[src/rtl/tprs_pkg.sv]
package tprs_pkg;

    // raw pixel bits that take part in the scaling (8 to 16)
    localparam int PIXEL_BITS = 16;
    localparam int OUT_BITS   = 8;
    // quotient carries one bit above the output range to flag saturation
    localparam int Q_W        = OUT_BITS + 1;
    localparam int N_CELLS    = Q_W;
    // partial remainder: numerator is below 2^(PIXEL_BITS+OUT_BITS), one spare bit for the shift
    localparam int REM_W      = PIXEL_BITS + OUT_BITS + 1;

    localparam int CFG_IDX_W  = 8;
    localparam int CFG_DATA_W = 16;

    localparam logic [CFG_IDX_W-1:0] REG_RANGE_MIN = CFG_IDX_W'(0);
    localparam logic [CFG_IDX_W-1:0] REG_RANGE_MAX = CFG_IDX_W'(1);

    typedef struct packed {
        logic                  vld;
        logic [REM_W-1:0]      rem;
        logic [Q_W-1:0]        q;
        logic [PIXEL_BITS-1:0] span;
    } cell_t;

endpackage

[src/rtl/tprs_front.sv]
module tprs_front (
    input  logic                                aclk,
    input  logic                                aresetn,
    input  logic                                en,
    input  logic                                in_vld,
    input  logic [tprs_pkg::PIXEL_BITS-1:0]     pix,
    input  logic [tprs_pkg::PIXEL_BITS-1:0]     lo,
    input  logic [tprs_pkg::PIXEL_BITS-1:0]     hi,
    output tprs_pkg::cell_t                     dout
);

    logic                              a_vld_reg,  a_vld_next;
    logic [tprs_pkg::PIXEL_BITS-1:0]   a_diff_reg, a_diff_next;
    logic [tprs_pkg::PIXEL_BITS-1:0]   a_span_reg, a_span_next;
    tprs_pkg::cell_t                   b_reg, b_next;

    // stage a: difference and divisor, forced so that a pixel at or below range_min, or an inverted range, gives 0
    always_comb begin
        a_vld_next = in_vld;
        if (hi >= lo && pix > lo) begin
            a_diff_next = pix - lo;
        end else begin
            a_diff_next = '0;
        end
        if (hi > lo) begin
            a_span_next = hi - lo;
        end else begin
            a_span_next = tprs_pkg::PIXEL_BITS'(1);
        end
    end

    // stage b: numerator = diff * 255 as (diff << 8) - diff
    always_comb begin
        b_next.vld  = a_vld_reg;
        b_next.rem  = {1'b0, a_diff_reg, {tprs_pkg::OUT_BITS{1'b0}}}
                      - tprs_pkg::REM_W'(a_diff_reg);
        b_next.q    = '0;
        b_next.span = a_span_reg;
    end

    always_ff @(posedge aclk) begin
        if (en) begin
            a_diff_reg  <= a_diff_next;
            a_span_reg  <= a_span_next;
            b_reg.rem   <= b_next.rem;
            b_reg.q     <= b_next.q;
            b_reg.span  <= b_next.span;
        end
        if (!aresetn) begin
            a_vld_reg <= 1'b0;
            b_reg.vld <= 1'b0;
        end else if (en) begin
            a_vld_reg <= a_vld_next;
            b_reg.vld <= b_next.vld;
        end
    end

    assign dout = b_reg;

endmodule

[src/rtl/tprs_cell.sv]
module tprs_cell (
    input  logic             aclk,
    input  logic             aresetn,
    input  logic             en,
    input  tprs_pkg::cell_t  din,
    output tprs_pkg::cell_t  dout
);

    logic [tprs_pkg::REM_W-1:0] dsh;
    logic [tprs_pkg::REM_W-1:0] rem_sub;
    logic                       ge;
    tprs_pkg::cell_t            c_reg, c_next;

    // one restoring step: divisor sits fixed at span << 8, the remainder moves up
    always_comb begin
        dsh     = {1'b0, din.span, {tprs_pkg::OUT_BITS{1'b0}}};
        ge      = (din.rem >= dsh);
        rem_sub = ge ? (din.rem - dsh) : din.rem;
        c_next.vld  = din.vld;
        c_next.rem  = {rem_sub[tprs_pkg::REM_W-2:0], 1'b0};
        c_next.q    = {din.q[tprs_pkg::Q_W-2:0], ge};
        c_next.span = din.span;
    end

    always_ff @(posedge aclk) begin
        if (en) begin
            c_reg.rem  <= c_next.rem;
            c_reg.q    <= c_next.q;
            c_reg.span <= c_next.span;
        end
        if (!aresetn) begin
            c_reg.vld <= 1'b0;
        end else if (en) begin
            c_reg.vld <= c_next.vld;
        end
    end

    assign dout = c_reg;

endmodule

[src/rtl/thermal_pixel_range_scaler.sv]
// channel   direction  handshake             payload
// s_        in         s_tvalid / s_tready   s_tdata[15:0] raw_pixel
// m_        out        m_tvalid / m_tready   m_tdata[7:0]  scaled_pixel
// cfg_      in         cfg_valid / cfg_ready cfg_index (0 range_min, 1 range_max), cfg_data
//
// one pixel per clock while the output is not stalled; each pixel passes through
// two front stages, nine divider cells each settling one quotient bit, and an output register
// aresetn is synchronous, active low; range_min resets to 0, range_max to 65535
// the whole pipeline holds while m_tvalid is high and m_tready low, and s_tready drops with it
// cfg_ready is always high
module thermal_pixel_range_scaler (
    input  logic                                aclk,
    input  logic                                aresetn,
    input  logic                                s_tvalid,
    output logic                                s_tready,
    input  logic [15:0]                         s_tdata,    // [15:0] raw_pixel
    output logic                                m_tvalid,
    input  logic                                m_tready,
    output logic [7:0]                          m_tdata,    // [7:0] scaled_pixel
    input  logic                                cfg_valid,
    output logic                                cfg_ready,
    input  logic [tprs_pkg::CFG_IDX_W-1:0]      cfg_index,
    input  logic [tprs_pkg::CFG_DATA_W-1:0]     cfg_data
);

    logic [tprs_pkg::CFG_DATA_W-1:0]  range_min_reg;
    logic [tprs_pkg::CFG_DATA_W-1:0]  range_max_reg;
    logic                             m_vld_reg;
    logic [tprs_pkg::OUT_BITS-1:0]    m_data_reg, m_data_next;
    logic                             adv;
    tprs_pkg::cell_t                  chain [0:tprs_pkg::N_CELLS];

    assign adv       = !m_vld_reg || m_tready;
    assign s_tready  = adv;
    assign cfg_ready = 1'b1;

    always_ff @(posedge aclk) begin
        if (!aresetn) begin
            range_min_reg <= '0;
            range_max_reg <= '1;
        end else if (cfg_valid) begin
            case (cfg_index)
                tprs_pkg::REG_RANGE_MIN: range_min_reg <= cfg_data;
                tprs_pkg::REG_RANGE_MAX: range_max_reg <= cfg_data;
                default: ;
            endcase
        end
    end

    tprs_front u_front (
        .aclk    (aclk),
        .aresetn (aresetn),
        .en      (adv),
        .in_vld  (s_tvalid),
        .pix     (s_tdata[tprs_pkg::PIXEL_BITS-1:0]),
        .lo      (range_min_reg[tprs_pkg::PIXEL_BITS-1:0]),
        .hi      (range_max_reg[tprs_pkg::PIXEL_BITS-1:0]),
        .dout    (chain[0])
    );

    for (genvar i = 0; i < tprs_pkg::N_CELLS; i++) begin : g_cell
        tprs_cell u_cell (
            .aclk    (aclk),
            .aresetn (aresetn),
            .en      (adv),
            .din     (chain[i]),
            .dout    (chain[i+1])
        );
    end

    // top quotient bit set means the quotient passed 255
    assign m_data_next = chain[tprs_pkg::N_CELLS].q[tprs_pkg::Q_W-1]
                         ? '1 : chain[tprs_pkg::N_CELLS].q[tprs_pkg::OUT_BITS-1:0];

    always_ff @(posedge aclk) begin
        if (!aresetn) begin
            m_vld_reg <= 1'b0;
        end else if (adv) begin
            m_vld_reg <= chain[tprs_pkg::N_CELLS].vld;
        end
    end

    always_ff @(posedge aclk) begin
        if (adv) begin
            m_data_reg <= m_data_next;
        end
    end

    assign m_tvalid = m_vld_reg;
    assign m_tdata  = m_data_reg;

endmodule

[config.mk]
export PLATFORM = sky130hd
export DESIGN_NAME = thermal_pixel_range_scaler
export DESIGN_NICKNAME = d
export VERILOG_FILES = /design/src/rtl/tprs_pkg.sv /design/src/rtl/tprs_front.sv /design/src/rtl/tprs_cell.sv /design/src/rtl/thermal_pixel_range_scaler.sv
export SDC_FILE = /design/constraint.sdc
export NUM_CORES = 1
export LEC_CHECK = 0
export ABC_AREA = 1
export BUFFER_PORTS_ARGS = -buffer_cell sky130_fd_sc_hd__buf_2
export CORE_MARGIN = 2
export CORE_UTILIZATION = 45
export CTS_BUF_LIST = sky130_fd_sc_hd__clkbuf_4
export DETAILED_ROUTE_END_ITERATION = 10
export PLACE_DENSITY = 0.69
export SLEW_MARGIN = 20
export SYNTH_ARGS = -nofsm -noshare
export SYNTH_HDL_FRONTEND = slang
export SYNTH_HIERARCHICAL = 1
export SYNTH_SLANG_ARGS = --single-unit
[constraint.sdc]
create_clock -name aclk -period 29.6 [get_ports aclk]
set_clock_uncertainty 0.05 [all_clocks]
set_input_delay 1.48 -clock aclk [delete_from_list [all_inputs] [get_ports aclk]]
set_output_delay 1.48 -clock aclk [all_outputs]
set_load 0.1 [all_outputs]
After elaboration in Yosys (flattened, before gate mapping)
Index checks and enable logic that the tools add are counted.

operators by class
  add/subtract/negate cells = 11
  $lt $le $gt $ge = 12
  eq/ne operators = 1
  muxes and demuxes = 8
  reduce and logical (&&, ||, !) cells = 6

operators by type and width
  cell                                            count
  greater-or-equal comparator 25 x 24 -> 1 bit    9
  two-way mux 24 bit                              8
  subtractor 24 bit                               8
  > comparator 16 bit                             2
  subtractor 16 bit                               2
  subtractor 24 x 16 -> 25 bit                    1
  greater-or-equal comparator 16 bit              1
  == test 8 x 1 -> 1 bit (second input constant)  1
  zero test 8 bit                                 1
  AND reduction 2 bit                             2
  logical AND 1 bit                               1
  zero test 1 bit                                 1
  logical OR 1 bit                                1

word-level totals
  register bits = 490
  input bits = 45
  output and inout bits = 11
  logic and storage cells = 89

Depth between registers and ports, before layout
Gate-level depths: netlist (run 1).

  word-level depth = 2
  depth in mapped cells = 14
  mapped depth without buffers = 14

Modules after synthesis
Netlist (run 1), hierarchy kept.

by module, submodules not included
  module                            instances  cells each  area each (um2)  seq. area each (um2)
  tprs_cell (g_cell[0].u_cell ...)  8          369         3143.0           1491.4
  tprs_front                        1          740         5666.7           2232.1
  tprs_cell (g_cell[3].u_cell)      1          369         3135.5           1491.4
  thermal_pixel_range_scaler        1          208         1691.6           900.9

Worst setup path before layout (run 1)
No wires, ideal clock.

  path kind = input port to output port
  from = in m_tready
  to = out s_tready
  arrival time = 13373 ps
  data required time = 28070 ps
  setup slack = 14697 ps
  cell stages on the path = 2
  buffers on the path = 0
  path through = inv_1 > nand2_1

between the ends
  cells in the longest elaborated chain, start to end = 1

ends and longest elaborated chain
  element             RTL line                          source
  start: declaration  thermal_pixel_range_scaler.sv:18  input logic m_tready,
  logical OR 1 bit    thermal_pixel_range_scaler.sv:33  assign adv = !m_vld_reg || m_tready;
  end: declaration    thermal_pixel_range_scaler.sv:15  output logic s_tready,

No other way between the ends.

Final worst setup path (run 1)
Ends and elaborated chain as after synthesis.

==> metrics.md, run 1 <==
| Metric | Value |
|---|---|
| CTS tree | yes |
| Setup TNS | 0 ns |
| Cts bufs inserted | 135 |
| Max VDD drop | 48.2 uV |
| Pre-antenna DRT Iters | 5 |
| CP Cell Sequence | buf_2, inv_1, nand2_4, buf_2 |
| Pins over their slew limit | 0 |
| Cell mode on critical path | buf_2 |
| PortBufs | 54 |
| Via Count | 24782 |
| Rows | 98 |
| Initial Utilization | 0.454 |
| Final WL | 74.1 mm |
| Max-cap violations | 0 |
| Final Cell Area | 35100 sq um |
| Ys Warns | 6 |
| # IOs | between 50 and 60 |
| Sink Count | 490 |
| Met2 Usage GRT | 0.350 |
| Critical path data required time | 28.07 ns |
| Max reg flops | 374 |
| Cells after Synth | 3990 |
| H-tree Lvls | 4 |
| Final Setup Violations | 0 |
| DIE HEIGHT | 272 um |
| R2r setup slk | 26.59 ns |
| Vias in the first global route | 23865 |
| Cells after DPL | 4948 |
| Worst-Skew Late Latency | 0.98 ns |
| Nets | 4375 |
| Global Route met1 Usage | 0.249 |
| Initial antenna violation count | 2 |
| DIE AREA | 74200 sq um |
| CP max stage cell | buf_2 |
| Avg Cell Area, Syn | 8.12 sq um |
| Cell Area, Synth | 32400 sq um |
| Final min period | just over 4 ns |
| Clock-pin transition on the worst setup and hold timing paths | approximately 0.060 ns |
| Hpwl dp | between 50 and 60 mm |
| RSZ-0062 raised after global routing | false |
| Routed len/inst | 14.3 um |
| Max Fclk | 243 MHz |
| Total grt overflow | 0 |
| Status | complete, no violations |
| Arr. time, crit path | 2.58 ns |
| DP Area | 33400 sq um |
| Max_slew headroom | 0.314 |
| Post-CTS setup buffers | 0 |
| Syn nets | 4230 |
| Area Overhead vs Synth | 8.22% |
| # fillers | 7011 |
| Crit-path max cell delay | 0.56 ns |
| Startpoint types | input pin |
| Final worst slack | 25.49 ns |
| Worst Setup End Kind | primary output |
| DRT iter0 DRCs | between 1500 and 2000 |
| First-pass GRT wire length | 120 mm |
| Core area | 71400 sq um |
| Via-to-Cell Ratio | 4.79 |
| Post-route ant nets | 0 |
| Drt drc | 0 |
| Period Utilization, post-route | 0.139 |
| Clock tree buffer depth | 3 |
| Largest net degree at the start of global routing | 205 |
| Die Span X | 272 um |
| Fraction of layout cells with a size suffix above 1 | 0.151 |
| Pwr Total | around 2.5 mW |
| PwrDens | 70.2 nW/um^2 |
| Min-Delay Path Class | reg2reg |
| Place WS | 25.32 ns |
| Maximum fanout along the worst path | 26 |
| WS Path Type | in2out |
| Total global-route track usage | 0.203 |
| GR Util met3 | 0.0346 |
| Quantity of gates resized following cts | 0 |
| CTS root buffer | clkbuf_4 |
| Gpl congestion | 0.912 |
| Non-Filler Instances | 5175 |
| CP bufs+invs | 3 |
| Final-report hold violation count | 0 |
| Cts hold-fix bufs | 0 |
| Worst Max-Slew Pin Slew | 1.03 ns |
| GR peak layer | met2 |
| Top Family by Delay on Critical Path | buffers and inverters |
| Static leakage | ~19 nW |
==> layer usage <==
metal  vias up  wire [um]
met3       170       3600
met4         0       2850
met5         -          0
met2       610      36000
li1      12870          -
met1     11132      31600
==> power breakdown <==
group	internal, mW	leakage (nW)	switching [mW]
clock	0.320	0.984	0.283
combinational	0.273	13.1	0.555
sequential	0.937	4.80	0.0948
total	1.53	18.9	0.933
==> through the flow <==
step / util / hold WS (ns)
floorplan: - / 0.350
global placement: 0.468 / 0.352
detailed placement: 0.468 / 0.355
CTS: 0.491 / 0.358
global route: 0.491 / 0.362
finish: 0.491 / 0.361
==> cell usage in the layout (no fill, tap or decap), drive strengths merged <==
master and count:
a21boi 3, a21o 1, a21oi 112, and2 22, buf 57, bufinv 3
clkbuf 188, clkinv 24, clkinvlp 4, conb 9, dfxtp 44, diode 3
edfxtp 446, fa 10, ha 185, inv 782, nand2 1431, nand3 344
nand3b 10, nand4 33, nor2 375, nor3 24, nor4 1, o21ai 14
o21bai 4, o22ai 1, or2 11, xnor2 20, xor2 64
==> final timing paths <==
kind                        startpoint                         to  depth (start not counted)
min reg2reg  g_cell[6].u_cell/dout[17]  g_cell[7].u_cell/dout[18]                          0
min          g_cell[6].u_cell/dout[17]  g_cell[7].u_cell/dout[18]                          0
max reg2reg                   m_tvalid  g_cell[6].u_cell/dout[12]                          3
max                           m_tready                   s_tready                          4
==> area by class of cell <==
type,count,area [sq um],area share
Multi-Input combinational cell,2674,14700,0.418
Timing Repair Buffer,57,318,0.00907
Inverter,777,2940,0.0838
Tap cell,950,1190,0.0339
Sequential cell,490,14300,0.407
Clock buffer,188,1410,0.0403
Antenna cell,3,7.51,0.000214
Clock inverter,36,260,0.00742
==> worst reg2reg max path: stages (launching register included) <==
cell	delay, ns
dfxtp_1	0.35
nand2_4	0.37
buf_12	0.78
buf_4	0.95
(Power assumes the default switching activity.)
==> inputs of run 2 (changes only) <==
ABC_AREA = 0   (was 1)
clock period = 4.2 ns   (was 29.6 ns; I/O delays follow)
==> run 2 against run 1 <==
Cell area fell by 10%; synthesized area shrank 13%; utilization increased by 1.9 points; critical path depth rose by 5; critical endpoint is now u_front/a_diff_reg[13]; highest routed layer unchanged.
==> metrics.md, run 2 <==
| Metric | Value |
|---|---|
| Pre-antenna DRT Iters | 6 (+1) |
| Post-CTS setup buffers | 0 (unchanged) |
| Initial antenna violation count | 2 (unchanged) |
| Fraction of layout cells with a size suffix above 1 | 0.179 (+0.0281) |
| Most common cell after layout, fill and taps aside | edfxtp_1 |
| Rows | 91 (-7.1%) |
| Max Fclk | ~300 MHz |
| RSZ-0062 raised after global routing | false |
| Clock-pin transition on the worst setup and hold timing paths | 0.07 ns (about the same) |
| Final Setup Violations | 0 (unchanged) |
| # IOs | 56 (unchanged) |
| DRT iter0 DRCs | 1229 (-28%) |
| PwrDens | 546 nW/um^2 (+680%) |
| Cell Area, Synth | 28100 sq um (-13%) |
| R2R depth | 9 (+6) |
| Most frequent cells in the layout | edfxtp_1, inv_1, clkbuf_4, ha_1, nor2_1 |
| Startpoint types | flop |
| DIE AREA | 64400 sq um (-13%) |
| Sink Count | 490 (unchanged) |
| Critical path data required time | 4.79 ns (-23.28 ns) |
| Syn nets | 2637 (-38%) |
| Hold depth | 5 (+5) |
| R2r setup slk | 0.77 ns (-25.82 ns) |
| Ys Warns | 6 (unchanged) |
| Min-Delay Path Class | in2reg |
| Vias in the first global route | 19118 (-20%) |
| Max_slew headroom | 0.265 (-0.0490) |
| Via-to-Cell Ratio | 5.30 (+11%) |
| Worst hold start | cfg_index[1] |
| Drt drc | 0 (unchanged) |
| Storage element area | 14300 sq um (about the same) |
| Final Cell Area | 31500 sq um (-10%) |
| Cts bufs inserted | 137 (+1.5%) |
| Final min period | 3.43 ns |
| First-pass GRT wire length | 98.2 mm (-18%) |
| Worst-Skew Late Latency | 0.94 ns (-0.04 ns) |
| Pins over their slew limit | 0 (unchanged) |
| Final worst slack | 0.772 ns (-24.72 ns) |
| Max reg flops | 374 (unchanged) |
| CTS root buffer | clkbuf_4 |
| Post-route ant nets | 0 (unchanged) |
| Period Utilization, post-route | 0.816 |
| CTS tree | yes |
| PortBufs | 54 (unchanged) |
| Worst hold path endpoint | range_min_reg[11] |
| Hpwl dp | 45.3 mm (-21%) |
| Global Route met1 Usage | 0.216 (-0.0328) |
| Worst Setup End Kind | flop |
| Routed len/inst | 17.5 um (+22%) |
| Total global-route track usage | 0.194 (-0.00903) |
| Die Span X | 254 um (-6.8%) |
| Arr. time, crit path | 4.02 ns (+1.44 ns) |
| Pwr Total | 17.2 mW (+600%) |
| Area Overhead vs Synth | 12.1% |
| Status | complete, no violations |
| Final Util | 0.510 (+0.0190) |
| # fillers | 5420 (-23%) |
| H-tree Lvls | 4 (unchanged) |
| WS Path Type | reg2reg |
| Clock tree buffer depth | 3 (unchanged) |
| RR Endpoint | u_front/a_diff_reg[13] |
| Total grt overflow | 0 (unchanged) |
| Final-report hold violation count | 0 (unchanged) |
| DIE HEIGHT | 254 um (-6.8%) |
| Place WS | 0.928 ns (-24.39 ns) |
| Worst Max-Slew Pin Slew | 1.10 ns (+0.0699 ns) |
| Area of the multi-input gates | 12200 sq um (-17%) |
| Max VDD drop | 237 uV (+390%) |
| Core area | 61700 sq um (-14%) |
| Cells after Synth | 2397 (-40%) |
| Static leakage | 13.8 nW (-27%) |
| Initial Utilization | 0.455 (+0.00117) |
| Via Count | 18852 (-24%) |
| Gpl congestion | 0.906 (-0.61%) |
| Largest net degree at the start of global routing | 107 (-48%) |
| Maximum fanout along the worst path | 16 (-38%) |
| Met2 Usage GRT | 0.351 (+0.000657) |
| GR peak layer | met2 |
| Nets | 2854 (-35%) |
| Avg Cell Area, Syn | 11.7 sq um (+44%) |
| DP Area | 28800 sq um (-14%) |
| FF-to-FF Start | range_min_reg[14] |
| GR Util met3 | 0.0406 (+0.00600) |
| Max-cap violations | 0 (unchanged) |
| Final WL | 62.2 mm (-16%) |
| Hold slack | 0.319 ns (-0.0420 ns) |
==> run 2: cell types whose count changed in the layout (fill, tap and decap cells not counted), moves of 50 or more <==
cell           delta
xnor2_1          +82
dlygate4sd3_1    +86
nor2_1          -140
mux2i_1          +70
nand3_1         -273
nor2_4           -50
o21ai_0          +67
mux2_2           +56
nor2b_1          +50
inv_1           -491
nand2_1        -1110
nand2_2         -148
==> run 2: final cells by class <==
cell class	count	area share
sequential	490	0.453
multi-input combinational	1602	0.388
clock buffer	187	0.0446
timing repair buffer	148	0.0391
tap	837	0.0333
inverter	235	0.0284
clock inverter	54	0.0126
antenna	2	0.000159
==> run 2: worst max-delay path by stage <==
stage	startpoint	end	slack, ns	depth (start not counted)
finish	range_min_reg[14]	u_front/a_diff_reg[13]	0.77	9
global route	range_min_reg[14]	u_front/a_diff_reg[13]	0.60	9
CTS	range_min_reg[1]	u_front/a_diff_reg[13]	0.83	10
global placement	g_cell[6].u_cell/dout[1]	g_cell[7].u_cell/dout[49]	1.05	8
floorplan	m_tvalid	g_cell[0].u_cell/dout[50]	-0.27	3
detailed placement	g_cell[5].u_cell/dout[1]	g_cell[6].u_cell/dout[40]	0.93	8
==> run 2: routing by layer <==
metal	wire (um)	part of all wire
met5	0	0
met4	2330	0.037
met3	2470	0.040
met2	32300	0.52
met1	25000	0.40
==> run 2: stage by stage <==
| stage | TNS (ns) | instances |
|---|---|---|
| 2_1_floorplan | -83.76 | 2397 |
| 3_3_place_gp | 0 | 3226 |
| 3_5_place_dp | 0 | 3226 |
| 4_1_cts | 0 | 3553 |
| 5_1_grt | 0 | 3555 |
| 6_report | 0 | 3555 |
==> run 2: worst max-delay path, cell delays in order (launching register included) <==
cell and delay, ns:
dfxtp_1 0.36, inv_1 0.12, ha_1 0.40, a21oi_1 0.25, nand2_1 0.08, a221oi_1 0.57, o311ai_2 0.25, nand3_2 0.37
nor3_1 0.11, dlygate4sd3_1 0.57
==> run 2: report_power, final <==
| part | switching, mW | internal [mW] | leakage [nW] |
|---|---|---|---|
| sequential | 0.633 | 6.62 | 4.74 |
| combinational | 2.90 | 2.55 | 8.01 |
| clock | 2.03 | 2.45 | 1.05 |
==> run 2: what timing repair did <==
item / in CTS / in global routing
hold buffers: 86 / 0
endpoints found under the hold margin: 77 / 0
gates resized for setup: 0 / 0
==> inputs of run 3 (changes only) <==
PLACE_DENSITY = 0.72   (was 0.69)
clock period = 3.1 ns   (was 4.2 ns; I/O delays follow)
==> run 3 against run 2 <==
Cell area grew 1.1%; first-iteration DRC count shrank 28%; sequential power grew 33%; sequential cell count is the same; setup slack lost 0.63 ns; wire length shrank 0.18%; critical path type unchanged; count of clock-buffer cells in the layout grew 10; power grew 35%.
==> metrics.md, run 3 (synthesis results as in run 2) <==
| Metric | Value |
|---|---|
| Most frequent cells in the layout | edfxtp_1, inv_1, clkbuf_4, ha_1, nor2_1 |
| Worst hold start | aresetn |
| # IOs | 56 (unchanged) |
| Critical path data required time | 3.68 ns (-1.11 ns) |
| Worst Max-Slew Pin Slew | 0.942 ns (-0.156 ns) |
| Via-to-Cell Ratio | 5.32 (+0.26%) |
| Status | complete, no violations |
| Nets | 2880 (+0.91%) |
| Maximum fanout along the worst path | 9 (-7) |
| Pre-antenna DRT Iters | 5 (-1) |
| DRT iter0 DRCs | 888 (-28%) |
| Clock tree buffer depth | 3 (unchanged) |
| Cells after DPL | 3256 (+0.93%) |
| Core area | 61700 sq um (unchanged) |
| Pins over their slew limit | 0 (unchanged) |
| CP startpoint | g_cell[4].u_cell/dout[1] |
| Routed len/inst | 17.3 um (-0.83%) |
| Hpwl dp | 46.3 mm (+2.2%) |
| Sink Count | 490 (unchanged) |
| DIE HEIGHT | 254 um (unchanged) |
| Clock-pin transition on the worst setup and hold timing paths | 0.08 ns (about the same) |
| Max VDD drop | 361 uV (+52%) |
| Largest net degree at the start of global routing | 77 (-28%) |
| Period Utilization, post-route | 0.953 (+0.137) |
| Worst-Skew Late Latency | 0.92 ns (-0.02 ns) |
| Final Setup Violations | 0 (unchanged) |
| Post-route ant nets | 0 (unchanged) |
| Via Count | 19024 (+0.91%) |
| WS Path Type | reg2reg |
| Gpl congestion | 0.919 (+1.4%) |
| Total grt overflow | 0 (unchanged) |
| Die Span X | 254 um (unchanged) |
| Static leakage | 14.0 nW (+1.4%) |
| Min-Delay Path Class | in2reg |
| Post-CTS setup buffers | 0 (unchanged) |
| RSZ-0062 raised after global routing | false |
| Final WL | 62.0 mm (-0.18%) |
| Final min period | 2.95 ns (-0.473 ns) |
| Max_slew headroom | 0.364 (+0.0984) |
| Vias in the first global route | 19984 (+4.5%) |
| First-pass GRT wire length | 97.9 mm (-0.37%) |
| Initial Utilization | 0.455 (unchanged) |
| DIE AREA | 64400 sq um (unchanged) |
| Cts bufs inserted | 133 (-2.9%) |
| H-tree Lvls | 4 (unchanged) |
| Max Fclk | 338 MHz (+16%) |
| Worst Setup End Kind | flop |
| Non-Filler Instances | 3578 (+0.65%) |
| Max reg flops | 374 (unchanged) |
| Final-report hold violation count | 0 (unchanged) |
| Initial antenna violation count | 2 (unchanged) |
| PortBufs | 54 (unchanged) |
| Most common cell after layout, fill and taps aside | edfxtp_1 |
| Fraction of layout cells with a size suffix above 1 | 0.189 (+0.0102) |
| Area Overhead vs Synth | 13.4% |
| CTS root buffer | clkbuf_4 |
| Total global-route track usage | 0.194 (-0.000200) |
| Max-cap violations | 0 (unchanged) |
| CTS tree | yes |
| Place WS | 0.164 ns (-0.764 ns) |
| Arr. time, crit path | 3.54 ns (-0.48 ns) |
| Startpoint types | flop |
| FF-to-FF Start | g_cell[4].u_cell/dout[1] |
| Rows | 91 (unchanged) |
| Final worst slack | 0.145 ns (-0.627 ns) |
| Drt drc | 0 (unchanged) |
| PwrDens | 730 nW/um^2 (+34%) |
-- run 3: final timing paths --
kind                               endpoint  slack, ns  cells past startpoint
setup / recovery  g_cell[5].u_cell/dout[39]       0.15                      9
hold / removal            u_front/a_vld_reg       0.17                      3
setup reg to reg  g_cell[5].u_cell/dout[39]       0.15                      9
hold reg to reg            u_front/dout[10]       0.35                      0
-- run 3: worst max-delay path: stages, from the launching register on --
cell	delay (ns)
edfxtp_1	0.43
inv_1	0.07
ha_1	0.32
and2b_2	0.22
o211ai_1	0.37
a21oi_2	0.18
o311ai_1	0.33
a21o_1	0.19
buf_4	0.19
mux2_2	0.35
-- run 3: metrics by stage --
step | power, mW | TNS, ns | util | instance area [sq um] | hold WS, ns
floorplan | 16.0 | -588.47 | - | 28100 | 0.233
global placement | 17.1 | 0 | 0.473 | 29200 | 0.350
detailed placement | 17.3 | 0 | 0.473 | 29200 | 0.355
CTS | 23.4 | 0 | 0.515 | 31800 | 0.178
global route | 24.6 | 0 | 0.516 | 31800 | 0.110
finish | 23.2 | 0 | 0.516 | 31800 | 0.175
-- run 3: area by class of cell --
cell class	instances	area, sq um
diodes	2	5.00
clock buffers	197	1480
clock inverters	37	293
fillers	5328	29900
inverters	235	896
multi-input cells	1602	12200
flip-flops and latches	490	14300
well taps	837	1050
repair buffers	178	1600
-- run 3: power breakdown --
| part | internal (mW) | total, mW | leakage (nW) | switching (mW) |
|---|---|---|---|---|
| clock | 3.26 | 5.93 | 1.04 | 2.67 |
| sequential | 8.96 | 9.67 | 4.74 | 0.719 |
| combinational | 3.57 | 7.64 | 8.22 | 4.07 |
-- run 3: per-layer routing --
layer	share of wire	routed length (um)	track usage	vias to the layer above
met4	0.055	3410	0.126	0
met2	0.56	34800	0.384	452
li1	-	-	-	9329
met5	0	0	0	-
met3	0.035	2150	0.0394	201
met1	0.35	21700	0.177	9042
-- run 3: what timing repair did --
| action | 4_1_cts | 5_1_grt |
|---|---|---|
| endpoints found under the hold margin | 83 | 0 |
| hold buffers | 85 | 0 |
| gates resized for setup | 0 | 2 |
| setup endpoints to repair | 0 | 4 |
